===== src/hhpd_pkg.sv =====
// Shared widths, constants, register indexes and stage structs for the
// heading-hold PID drive. No dependencies.
package hhpd_pkg;

    localparam int GAIN_W    = 24;
    localparam int HEAD_W    = 16;
    localparam int DIFF_W    = 18;
    localparam int ERR_W     = 16;
    localparam int DERR_W    = 17;
    localparam int INTEG_W   = 32;
    localparam int TARGET_W  = 24;
    localparam int BASE_W    = 7;
    localparam int SPEED_W   = 8;
    localparam int PKP_W     = GAIN_W + 1 + ERR_W;
    localparam int PKI_W     = GAIN_W + 1 + INTEG_W;
    localparam int PKD_W     = GAIN_W + 1 + DERR_W;
    localparam int SUM_W     = 60;
    localparam int CFG_IDX_W = 3;
    localparam int CFG_DATA_W = 24;

    localparam logic signed [DIFF_W-1:0]  HALF_TURN     = 18'sd18000;
    localparam logic signed [DIFF_W-1:0]  NEG_HALF_TURN = -18'sd18000;
    localparam logic signed [DIFF_W-1:0]  FULL_TURN     = 18'sd36000;
    localparam logic signed [INTEG_W-1:0] INTEG_MAX     = {1'b0, {(INTEG_W-1){1'b1}}};
    localparam logic signed [INTEG_W-1:0] INTEG_MIN     = {1'b1, {(INTEG_W-1){1'b0}}};
    localparam logic signed [SPEED_W-1:0] SPEED_LIMIT   = 8'sd100;

    typedef enum logic [CFG_IDX_W-1:0] {
        CFG_KP       = 3'd0,
        CFG_KI       = 3'd1,
        CFG_KD       = 3'd2,
        CFG_SETPOINT = 3'd3,
        CFG_TARGET   = 3'd4,
        CFG_BASE     = 3'd5
    } t_cfg_idx;

    // error stage -> multiply stage
    typedef struct packed {
        logic                      running;
        logic                      reverse;
        logic signed [ERR_W-1:0]   err;
        logic signed [INTEG_W-1:0] integ;
        logic signed [DERR_W-1:0]  derr;
    } t_err_reg;

    // multiply stage -> mix stage
    typedef struct packed {
        logic                    running;
        logic                    reverse;
        logic signed [PKP_W-1:0] p_kp;
        logic signed [PKI_W-1:0] p_ki;
        logic signed [PKD_W-1:0] p_kd;
    } t_prod_reg;

endpackage


===== src/hhpd_mix_stage.sv =====
// Correction sum, left/right mix, half-up rounding and +-100 clamp; both sides are zero when done.
// Result register of the pipeline. Depends on hhpd_pkg.
module hhpd_mix_stage
    import hhpd_pkg::*;
#(
    parameter int GAIN_FRAC_BITS = 16
) (
    input  logic                       i_clk,
    input  logic                       i_load,
    input  t_prod_reg                  i_stage,
    input  logic [BASE_W-1:0]          i_base,
    output logic signed [SPEED_W-1:0]  o_right,
    output logic signed [SPEED_W-1:0]  o_left,
    output logic                       o_reverse,
    output logic                       o_done
);

    localparam logic signed [SUM_W-1:0] HALF_LSB = SUM_W'(1) << (GAIN_FRAC_BITS - 1);
    localparam logic signed [SUM_W-1:0] MAX_Q    = SUM_W'(SPEED_LIMIT);
    localparam logic signed [SUM_W-1:0] MIN_Q    = -SUM_W'(SPEED_LIMIT);

    function automatic logic signed [SPEED_W-1:0] round_sat(input logic signed [SUM_W-1:0] q);
        logic signed [SUM_W-1:0] r;
        r = (q + HALF_LSB) >>> GAIN_FRAC_BITS;
        if (r > MAX_Q) begin
            r = MAX_Q;
        end else if (r < MIN_Q) begin
            r = MIN_Q;
        end
        return r[SPEED_W-1:0];
    endfunction

    logic signed [SUM_W-1:0]   corr;
    logic signed [SUM_W-1:0]   base_q;
    logic signed [SPEED_W-1:0] n_right;
    logic signed [SPEED_W-1:0] n_left;

    logic signed [SPEED_W-1:0] r_right;
    logic signed [SPEED_W-1:0] r_left;
    logic                      r_reverse;
    logic                      r_done;

    always_comb begin
        corr   = SUM_W'(i_stage.p_kp) + SUM_W'(i_stage.p_ki) + SUM_W'(i_stage.p_kd);
        base_q = SUM_W'($signed({1'b0, i_base})) <<< GAIN_FRAC_BITS;
        if (i_stage.running) begin
            n_right = round_sat(base_q - corr);
            n_left  = round_sat(base_q + corr);
        end else begin
            n_right = '0;
            n_left  = '0;
        end
    end

    always_ff @(posedge i_clk) begin
        if (i_load) begin
            r_right   <= n_right;
            r_left    <= n_left;
            r_reverse <= i_stage.reverse;
            r_done    <= ~i_stage.running;
        end
    end

    assign o_right   = r_right;
    assign o_left    = r_left;
    assign o_reverse = r_reverse;
    assign o_done    = r_done;

endmodule


===== config.mk =====
export PLATFORM = sky130hd
export DESIGN_NAME = hhpd_mix_stage
export DESIGN_NICKNAME = d
export VERILOG_FILES = /design/src/hhpd_pkg.sv /design/src/hhpd_mix_stage.sv
export SDC_FILE = /design/constraint.sdc
export NUM_CORES = 1
export LEC_CHECK = 0
export ABC_AREA = 1
export BUFFER_PORTS_ARGS = -buffer_cell sky130_fd_sc_hd__clkbuf_2
export CELL_PAD_IN_SITES_DETAIL_PLACEMENT = 1
export CELL_PAD_IN_SITES_GLOBAL_PLACEMENT = 1
export CORE_MARGIN = 4
export CORE_UTILIZATION = 44
export CTS_CLUSTER_DIAMETER = 60
export DETAILED_ROUTE_END_ITERATION = 10
export GPL_ROUTABILITY_DRIVEN = 1
export GPL_TIMING_DRIVEN = 0
export HOLD_SLACK_MARGIN = 0.15
export PLACE_DENSITY = 0.9
export SYNTH_ARGS = -nofsm -noshare
export SYNTH_HDL_FRONTEND = slang
export SYNTH_SLANG_ARGS = --single-unit

===== constraint.sdc =====
create_clock -name i_clk -period 8.8 [get_ports i_clk]
set_input_delay 1.76 -clock i_clk [delete_from_list [all_inputs] [get_ports i_clk]]
set_output_delay 1.76 -clock i_clk [all_outputs]
set_load 0.02 [all_outputs]

==> summary.md <==
| Metric | Value |
|---|---|
| Crit Path Class | in2reg |
| Leak Pwr | 8.36 nW |
| Cell mode on critical path | nand2_1 |
| Reg power frac | 4.3% |
| Area grow syn2layout | 10.9% |
| Core area | 28600 um^2 |
| TritonRoute pass-1 iters | 5 |
| CP Launch Type | input port |
| H-tree levels | 1 |
| Critical Path RT | 8.81 ns |
| I/O pins | 169 |
| Number of global-route vias before repair | 17.2k |
| Fin crit period | 7.57 ns |
| Max Freq | 132 MHz |
| Clk slew on worst S/H paths | 0.05 ns |
| Root Driver | clkbuf_16 |
| Via density per instance | 5.42 |
| Antenna violations before repair | 0 |
| Routed Antenna Nets | 0 |
| Rel. slew slack | 50.2% |
| EDFF count, synth | 18 |
| Worst Tran Pin Value | 0.744 ns |
| Die width | 178 um |
| Mapped Area | 12800 um^2 |
| Arrival time of the worst setup path | 7.58 ns |
| Clock group share of total power | 3.0% |
| Pwr Total | 2.94 mW |
| RSZ-0062 raised after global routing | no |
| Detailed Route WL | 53500 um |
| # Post-CTS Setup Buffers | 0 |
| Port bufs | 167 |
| Final Max Slew Viols | 0 |
| Largest net degree at the start of global routing | 19 |
| Final Hold Fails | 0 |
| Area of the die | 31800 um^2 |
| Max cap viols | 0 |
| NetSw | 2.01 mW |
| Initial Util | 44.6% |
| Post-route clock period utilization | 86.1% |
| Cells after Synth | 2480 |
| Post_cts resized | 0 |
| Setup WS pre-CTS | 1.10 ns |
| Post-layout nets | 2937 |
| Number of diodes | 0 |
| Combinational fraction of design power | 92.7% |
| Routed len/inst | 17.6 um |
| Filler Cell Count | 4427 |
| GRT overflow | 0 |
| Ys flop type | edfxtp_1 |
| Multi-input logic area | 10500 um^2 |
| Drt drc | 0 |
| Worst path slowest cell | xor2_1 |
| Layout cells sized above 1 | 12.4% |
| Worst Setup SP | i_stage[15] |
| Routed via count | 16.4k |
| Clock Path Buffers | 2 |
| Sequential cell area fraction in the yosys report | 4.24% |
| Pwr Density | 208 nW/um^2 |
| Crit path capture type | register |
| Hpwl dp | 48500 um |
| Async set or reset register ratio after synthesis | 0% |
| Pint | 0.925 mW |
| Crit-path max cell delay | 0.58 ns |
| Final setup fails | 0 |
| Die height | 178 um |
| Worst Hold Class | in2reg |
| Most frequent cell after synthesis | nand2_1 |
| Syn Area/Cell | 5.15 um^2 |
| Hold_buf cts | 0 |
| FF+latch area | 541 um^2 |
| Global-route wire length before repair | 85200 um |
| TritonCTS Buffers | 3 |
| Synth cell types | 40 |
| DRT iter0 DRCs | 924 |
| Synth top area share | 29.1% |
| CTS tree | built |
| Placement Rows | 62 |
| Net Sw Frac | 68.5% |
| Hold wc startpoint | i_stage[140] |
| RePlAce Congestion | 0.945 |
| Yosys top cell by area | nand2_1 |
| Total of warnings raised by yosys | 0 |
| Fin Setup TNS | 0 ns |
| Syn Nets | 2765 |
| Area contributors post-synth | nand2_1 29%, inv_1 13%, fa_1 9.4% |
| Status | finished clean |
| Commonest cells post-synth | 990 x nand2_1, 441 x inv_1, 290 x nor2_1 |
| #FFs+latches synth | 18 |
| Peak VDD IR | 0.0760 mV |
| GRT Overall Usage | 33.2% |
| CTS Sinks | 18 |
| Post-route setup slack | 1.23 ns |
| CP max FO | 7 |
## final timing paths
kind	end	cells after the start
min	o_reverse	1
max	o_right[2]	30
## power by group through the flow
stage                     Sequential (mW)  Clock [mW]  Combinational [mW]
after floorplan                     0.152           0                1.80
after global placement              0.126           0                2.54
after detailed placement            0.128           0                2.66
after CTS                           0.126      0.0894                2.67
after global routing                0.127      0.0939                3.01
final                               0.126      0.0892                2.72
## logic make-up after synthesis
| group | Yosys count | share of synthesized area, % |
|---|---|---|
| simple gates | 1733 | 59.3 |
| xor+xnor | 22 | 1.57 |
| flops | 18 | 4.24 |
| compound gates | 108 | 4.50 |
| buf+inv | 465 | 13.8 |
| fa+ha+maj | 134 | 16.7 |
## routing by layer
metal	up-vias	track usage (%)	part of all wire [%]
met5	-	0	0
met4	0	9.72	3.4
met3	103	1.59	4.5
met2	493	60.7	49
met1	7881	42.3	43
li1	7970	-	-
## registers in the layout, summed over array words and instances, names as in the netlist
name       cells
o_left         8
o_done         1
o_right        8
o_reverse      1
## final cells by class
type                       instances  area share, %
multi-input combinational       1997           73.9
inverter                         459           12.2
timing repair buffer             167           5.90
sequential                        18           3.82
tap                              384           3.39
clock buffer                       3          0.530
buffer                             6          0.239
clock inverter                     1         0.0265
## per-stage QoR
step | instances | utilization [%] | hold WS (ns) | cell area, um^2
global placement | 3031 | 49.2 | 1.94 | 14100
detailed placement | 3031 | 49.2 | 1.95 | 14100
floorplan | 2480 | - | 1.86 | 12800
finish | 3035 | 49.4 | 1.69 | 14200
CTS | 3035 | 49.4 | 1.69 | 14200
global route | 3035 | 49.4 | 1.69 | 14200
## layout by cell type, fill, tap and decap left out, drive strengths merged, types with 2 or more instances in the layout
| master | instances |
|---|---|
| o21bai | 2 |
| nor2 | 334 |
| nand4 | 62 |
| a21oi | 79 |
| edfxtp | 18 |
| clkbuf | 171 |
| a21o | 2 |
| clkinv | 7 |
| ha | 74 |
| and2 | 7 |
| or2 | 2 |
| nor3 | 23 |
| o21ai | 22 |
| nand3b | 3 |
| buf | 5 |
| xor2 | 21 |
| nand2 | 1057 |
| fa | 60 |
| inv | 453 |
| nand3 | 244 |
## critical path: cells and delay by family
| family | cells | cell delay, ns |
|---|---|---|
| AOI/OAI and AO/OA | 2 | 0.69 |
| xor gates and xnor gates | 1 | 0.58 |
| adders and majority gates | 3 | 1.51 |
| buffers and inverters | 5 | 0.50 |
| and+or+nand+nor | 19 | 2.54 |
No activity file was read; power rests on OpenSTA's default activity.
