`config.mk`:
```
export PLATFORM = sky130hd
export DESIGN_NAME = hhpd_err_stage
export DESIGN_NICKNAME = d
export VERILOG_FILES = /design/src/hhpd_pkg.sv /design/src/hhpd_err_stage.sv
export SDC_FILE = /design/constraint.sdc
export NUM_CORES = 1
export LEC_CHECK = 0
export ABC_AREA = 1
export BUFFER_PORTS_ARGS = -buffer_cell sky130_fd_sc_hd__buf_2
export CAP_MARGIN = 20
export CORE_MARGIN = 8
export CORE_UTILIZATION = 35
export DETAILED_ROUTE_END_ITERATION = 8
export HOLD_SLACK_MARGIN = 0.02
export RECOVER_POWER = 100
export SETUP_SLACK_MARGIN = 0.1
export SYNTH_ARGS = -nofsm -noshare
export SYNTH_HDL_FRONTEND = slang
export SYNTH_SLANG_ARGS = --single-unit
```
`constraint.sdc`:
```
create_clock -name i_clk -period 6.2 [get_ports i_clk]
set_input_delay 1.24 -clock i_clk [delete_from_list [all_inputs] [get_ports i_clk]]
set_output_delay 1.24 -clock i_clk [all_outputs]
set_load 0.01 [all_outputs]
```
`src/hhpd_pkg.sv`:
```
// Shared widths, constants, register indexes and stage structs for the
// heading-hold PID drive. No dependencies.
package hhpd_pkg;

    localparam int GAIN_W    = 24;
    localparam int HEAD_W    = 16;
    localparam int DIFF_W    = 18;
    localparam int ERR_W     = 16;
    localparam int DERR_W    = 17;
    localparam int INTEG_W   = 32;
    localparam int TARGET_W  = 24;
    localparam int BASE_W    = 7;
    localparam int SPEED_W   = 8;
    localparam int PKP_W     = GAIN_W + 1 + ERR_W;
    localparam int PKI_W     = GAIN_W + 1 + INTEG_W;
    localparam int PKD_W     = GAIN_W + 1 + DERR_W;
    localparam int SUM_W     = 60;
    localparam int CFG_IDX_W = 3;
    localparam int CFG_DATA_W = 24;

    localparam logic signed [DIFF_W-1:0]  HALF_TURN     = 18'sd18000;
    localparam logic signed [DIFF_W-1:0]  NEG_HALF_TURN = -18'sd18000;
    localparam logic signed [DIFF_W-1:0]  FULL_TURN     = 18'sd36000;
    localparam logic signed [INTEG_W-1:0] INTEG_MAX     = {1'b0, {(INTEG_W-1){1'b1}}};
    localparam logic signed [INTEG_W-1:0] INTEG_MIN     = {1'b1, {(INTEG_W-1){1'b0}}};
    localparam logic signed [SPEED_W-1:0] SPEED_LIMIT   = 8'sd100;

    typedef enum logic [CFG_IDX_W-1:0] {
        CFG_KP       = 3'd0,
        CFG_KI       = 3'd1,
        CFG_KD       = 3'd2,
        CFG_SETPOINT = 3'd3,
        CFG_TARGET   = 3'd4,
        CFG_BASE     = 3'd5
    } t_cfg_idx;

    // error stage -> multiply stage
    typedef struct packed {
        logic                      running;
        logic                      reverse;
        logic signed [ERR_W-1:0]   err;
        logic signed [INTEG_W-1:0] integ;
        logic signed [DERR_W-1:0]  derr;
    } t_err_reg;

    // multiply stage -> mix stage
    typedef struct packed {
        logic                    running;
        logic                    reverse;
        logic signed [PKP_W-1:0] p_kp;
        logic signed [PKI_W-1:0] p_ki;
        logic signed [PKD_W-1:0] p_kd;
    } t_prod_reg;

endpackage

```
`src/hhpd_err_stage.sv`:
```
// Heading error wrap, saturating integral, derivative term and run/done test.
// Holds the integral and previous-error state. Depends on hhpd_pkg.
module hhpd_err_stage
    import hhpd_pkg::*;
#(
    parameter int POSITION_WIDTH = 24
) (
    input  logic                              i_clk,
    input  logic                              i_rst_n,
    input  logic                              i_load,
    input  logic [HEAD_W-1:0]                 i_heading,
    input  logic signed [POSITION_WIDTH-1:0]  i_pos,
    input  logic [HEAD_W-1:0]                 i_setpoint,
    input  logic signed [TARGET_W-1:0]        i_target,
    output t_err_reg                          o_stage
);

    localparam int CMP_W = (POSITION_WIDTH > TARGET_W) ? POSITION_WIDTH : TARGET_W;

    logic signed [INTEG_W-1:0] r_integ;
    logic signed [ERR_W-1:0]   r_last;
    t_err_reg                  r_stage;

    logic signed [DIFF_W-1:0]  diff;
    logic signed [DIFF_W-1:0]  wrap1;
    logic signed [DIFF_W-1:0]  wrap2;
    logic signed [ERR_W-1:0]   err;
    logic signed [INTEG_W:0]   integ_sum;
    logic signed [INTEG_W-1:0] integ_sat;
    logic signed [CMP_W-1:0]   pos_x;
    logic signed [CMP_W-1:0]   tgt_x;
    logic                      fwd;
    logic                      running;
    t_err_reg                  n_stage;

    always_comb begin
        diff  = $signed({2'b00, i_setpoint}) - $signed({2'b00, i_heading});
        wrap1 = (diff > HALF_TURN) ? diff - FULL_TURN : diff;
        wrap2 = (wrap1 < NEG_HALF_TURN) ? wrap1 + FULL_TURN : wrap1;
        err   = wrap2[ERR_W-1:0];

        integ_sum = INTEG_W'(r_integ) + (INTEG_W + 1)'(err);
        if (integ_sum[INTEG_W] != integ_sum[INTEG_W-1]) begin
            integ_sat = integ_sum[INTEG_W] ? INTEG_MIN : INTEG_MAX;
        end else begin
            integ_sat = integ_sum[INTEG_W-1:0];
        end

        pos_x   = CMP_W'(i_pos);
        tgt_x   = CMP_W'(i_target);
        fwd     = (i_target > 0);
        running = fwd ? (pos_x < tgt_x) : (pos_x > tgt_x);

        n_stage.running = running;
        n_stage.reverse = ~fwd;
        n_stage.err     = err;
        n_stage.integ   = integ_sat;
        n_stage.derr    = DERR_W'(err) - DERR_W'(r_last);
    end

    always_ff @(posedge i_clk) begin
        if (!i_rst_n) begin
            r_integ <= '0;
            r_last  <= '0;
        end else if (i_load && running) begin
            r_integ <= integ_sat;
            r_last  <= err;
        end
    end

    always_ff @(posedge i_clk) begin
        if (i_load) begin
            r_stage <= n_stage;
        end
    end

    assign o_stage = r_stage;

endmodule

```
==> impl_metrics.csv <==
group,metric,value,unit
synthesis,ys_seq_area_share,32.3,%
power_and_ir_drop,ir_worst_vdd,0.000304,V
sta,tightest_slew,3.73,ns
cts,hold_buffers,0,
cts,cts.sinks,115,
synthesis,synth_top_cell_by_area,"edfxtp_1",
synthesis,synthAdderAreaFrac,13.2,%
synthesis,synth_edf_count,67,
synthesis,yosys.area.top_type_share,21.9,%
placement,pre_cts_ws,-0.715,ns
hold_path,hp-class,"flip-flop to flip-flop",
route,wl_met1,12500,microns
route,first_iter_violations,499,
worst_setup_path,critPathKind,"input pin to flip-flop",
route,wirelength,28800,microns
synthesis,synth.area.mux_share,0,%
sta,period_minus_slack,6.12,ns
final_layout,drive_above_1_share,37.1,%
synthesis,synthArstFlopShare,0,%
cts,clkSlewWorstSetupHoldPaths,0.06,ns
sta,finalCritPeriodShare,98.7,%
worst_setup_path,cp-end-kind,"flip-flop",
synthesis,postSynthCellCount,1254,
worst_setup_path,critPathMaxStageDelay,0.35,ns
cts,cts-root-buf,"clkbuf_16",
cts,cts_tree,"built",
cts,insertion_delay,0.42,ns
outcome,outcome,"finished with violations",
synthesis,synthFlopType,"edfxtp_1",
power_and_ir_drop,powerDensity,496,nW/um^2
synthesis,synth-compound-area-share,13.1,%
route,vias,9491,
grt,antenna_found_initial,0,
worst_setup_path,cp.required,6.52,ns
floorplanning,rows,59,
cts,clockBufferDepth,2,
synthesis,synth.most_common_cell,"nand2_1",
sta,skew,0.00937,ns
final_layout,stdcell_count,1975,
grt,gr-total-overflow,0,
placement,place.gp.congestion,0.904,
route,drc_errors,0,
grt,track_usage,16.8,%
floorplanning,start_util,35.5,%
synthesis,synth-seq-cells,115,
grt,first_global_vias,9315,
sta,hold_ws,0.464,ns
cts,htreeDepth,4,
floorplanning,die_w,178,microns
cts,numCtsBuffers,17,
sta,hold_viol,0,
synthesis,syn_area,9200,sq um
worst_setup_path,critPathLaunchType,"input pin",
placement,hpwl,21300,microns
placement,io_buffers,149,
sta,finalSetupTns,0,ns
final_layout,area_growth,50.1,%
sta,finalSetupViolations,0,
placement,place_inst,1910,
synthesis,synth_cell_types,48,
floorplanning,fp.dieH,178,microns
route,route.met3.wl,1160,microns
synthesis,yosysWarnings,0,
route,post_drt_wl_per_cell,14.6,microns
synthesis,synth_area_leaders,"edfxtp_1, nand2_1, ha_1",
route,first_pass_iters,4,
synthesis,syn_area_per_cell,7.33,sq um
grt,grt_pass1_wl,43700,microns
final_layout,nNetsFinal,1805,
sta,max_freq,163,MHz
grt,grt_max_degree,68,
sta,rsz0062_at_grt,"yes",
route,wl_met2,14500,microns
synthesis,syn_nets,1432,
worst_setup_path,slowest_stage,"fa_2",
sta,setup_ws,0.0807,ns
job,cap_violations,1,
final_layout,postLayoutCoreUtil,53.3,%
floorplanning,core,25900,sq um
synthesis,synth_top_family_by_area,"simple AND/OR/NAND/NOR gates",
sta,relSlewSlack,-148,%
synthesis,yosys-top-cells-count,"nand2_1, inv_1, a21oi_1",
synthesis,synth-simple-area-share,28.1,%
worst_setup_path,crit_top_cell,"nand2_2",
outcome,violations,"max-capacitance violations, max-slew violations",
floorplanning,dieArea,31700,sq um
floorplanning,io_pins,150,
route,drt-vias-per-instance,4.81,
worst_setup_path,path_max_fanout,8,
sta,slew_violations,68,
power_and_ir_drop,power.leakage,6.50,nW
route,routed.top_layer,"met4",
worst_setup_path,arrival,6.44,ns
synthesis,synth-xor-area-share,4.76,%
final_layout,diodes,0,
route,postRouteAntennaNets,0,
-- layout by cell type, fill, tap and decap left out, types with 4 or more instances in the layout --
cell        count
a21boi_2        4
a21oi_1        86
a21oi_2        21
a21oi_4         9
buf_12          7
buf_2          81
buf_4         207
buf_6           7
clkbuf_1       68
clkbuf_16      21
clkinv_4        5
clkinvlp_4      5
dfxtp_1        48
edfxtp_1       67
ha_1           65
ha_4           25
inv_1         158
inv_2           9
nand2_1       277
nand2_2        82
nand2_4        44
nand3_1        46
nand3_2        13
nand3b_1        7
nand4_1        21
nor2_1         49
nor2_2         23
nor3_1          5
nor4_1          7
o21ai_0        43
o21ai_1        10
o21ai_2        14
o21bai_1        5
xnor2_1        12
xor2_1         37
-- flip-flops by register name, summed over array words and instances, names as in the netlist --
signal	flops
o_stage	67
r_integ	32
r_last	16
-- final cells by class --
cell class,count,area [sq um]
Fill cell,2460,12100
Clock inverter,15,184
Sequential cell,115,2970
Timing Repair Buffer,376,2560
Clock buffer,17,425
Inverter,172,666
Multi-Input combinational cell,945,6570
Tap cell,335,419
-- stage by stage --
step                      total power [mW]  instance area, sq um
after floorplan                       3.37                  9510
after global placement                4.82                 12000
after detailed placement              4.86                 12000
after global routing                  7.34                 13800
after CTS                             5.93                 12700
final                                 6.85                 13800
-- metal layers --
| metal | vias to the layer above | global-route usage [%] |
|---|---|---|
| met3 | 34 | 2.48 |
| li1 | 4894 | - |
| met5 | - | 0 |
| met4 | 0 | 3.89 |
| met1 | 4375 | 20.0 |
| met2 | 188 | 31.1 |
-- cells by family after synthesis --
| logic type | after synthesis |
|---|---|
| AO/OA/AOI/OAI | 214 |
| XOR/XNOR | 50 |
| adder cells (fa/ha/maj) | 95 |
| buffers and inverters | 195 |
| flip-flops | 115 |
| AND/OR/NAND/NOR | 585 |
-- final timing paths --
kind | cells past startpoint | slack, ns | startpoint | to
worst max-delay path | 45 | 0.08 | i_setpoint[0] | r_integ[7]$_SDFFE_PN0P_
worst min-delay path | 2 | 0.46 | r_last[4]$_SDFFE_PN0P_ | r_last[4]$_SDFFE_PN0P_
worst max register to register | 18 | 3.08 | r_integ[0]$_SDFFE_PN0P_ | r_integ[7]$_SDFFE_PN0P_
worst min register to register | 2 | 0.46 | r_last[4]$_SDFFE_PN0P_ | r_last[4]$_SDFFE_PN0P_
-- where the power goes --
part / internal, mW / leakage (nW) / switching [mW]
clock network: 0.635 / 0.290 / 0.372
registers: 1.21 / 1.05 / 0.119
logic: 2.04 / 5.16 / 2.47
-- what timing repair did --
| action | 4_1_cts | 5_1_grt |
|---|---|---|
| setup endpoints to repair | 64 | 69 |
| buffers inserted | 0 | 25 |
| gates cloned | 1 | 7 |
| pin swaps | 2 | 62 |
| gates resized for setup | 15 | 233 |
-- critical path, delay by kind of cell --
family          cells  cell delay, ns
fa+ha+maj           4            0.91
simple gates       28            2.34
compound gates      4            0.67
buf+inv             9            1.24
Note: power is estimated with default switching activity, not from simulation.
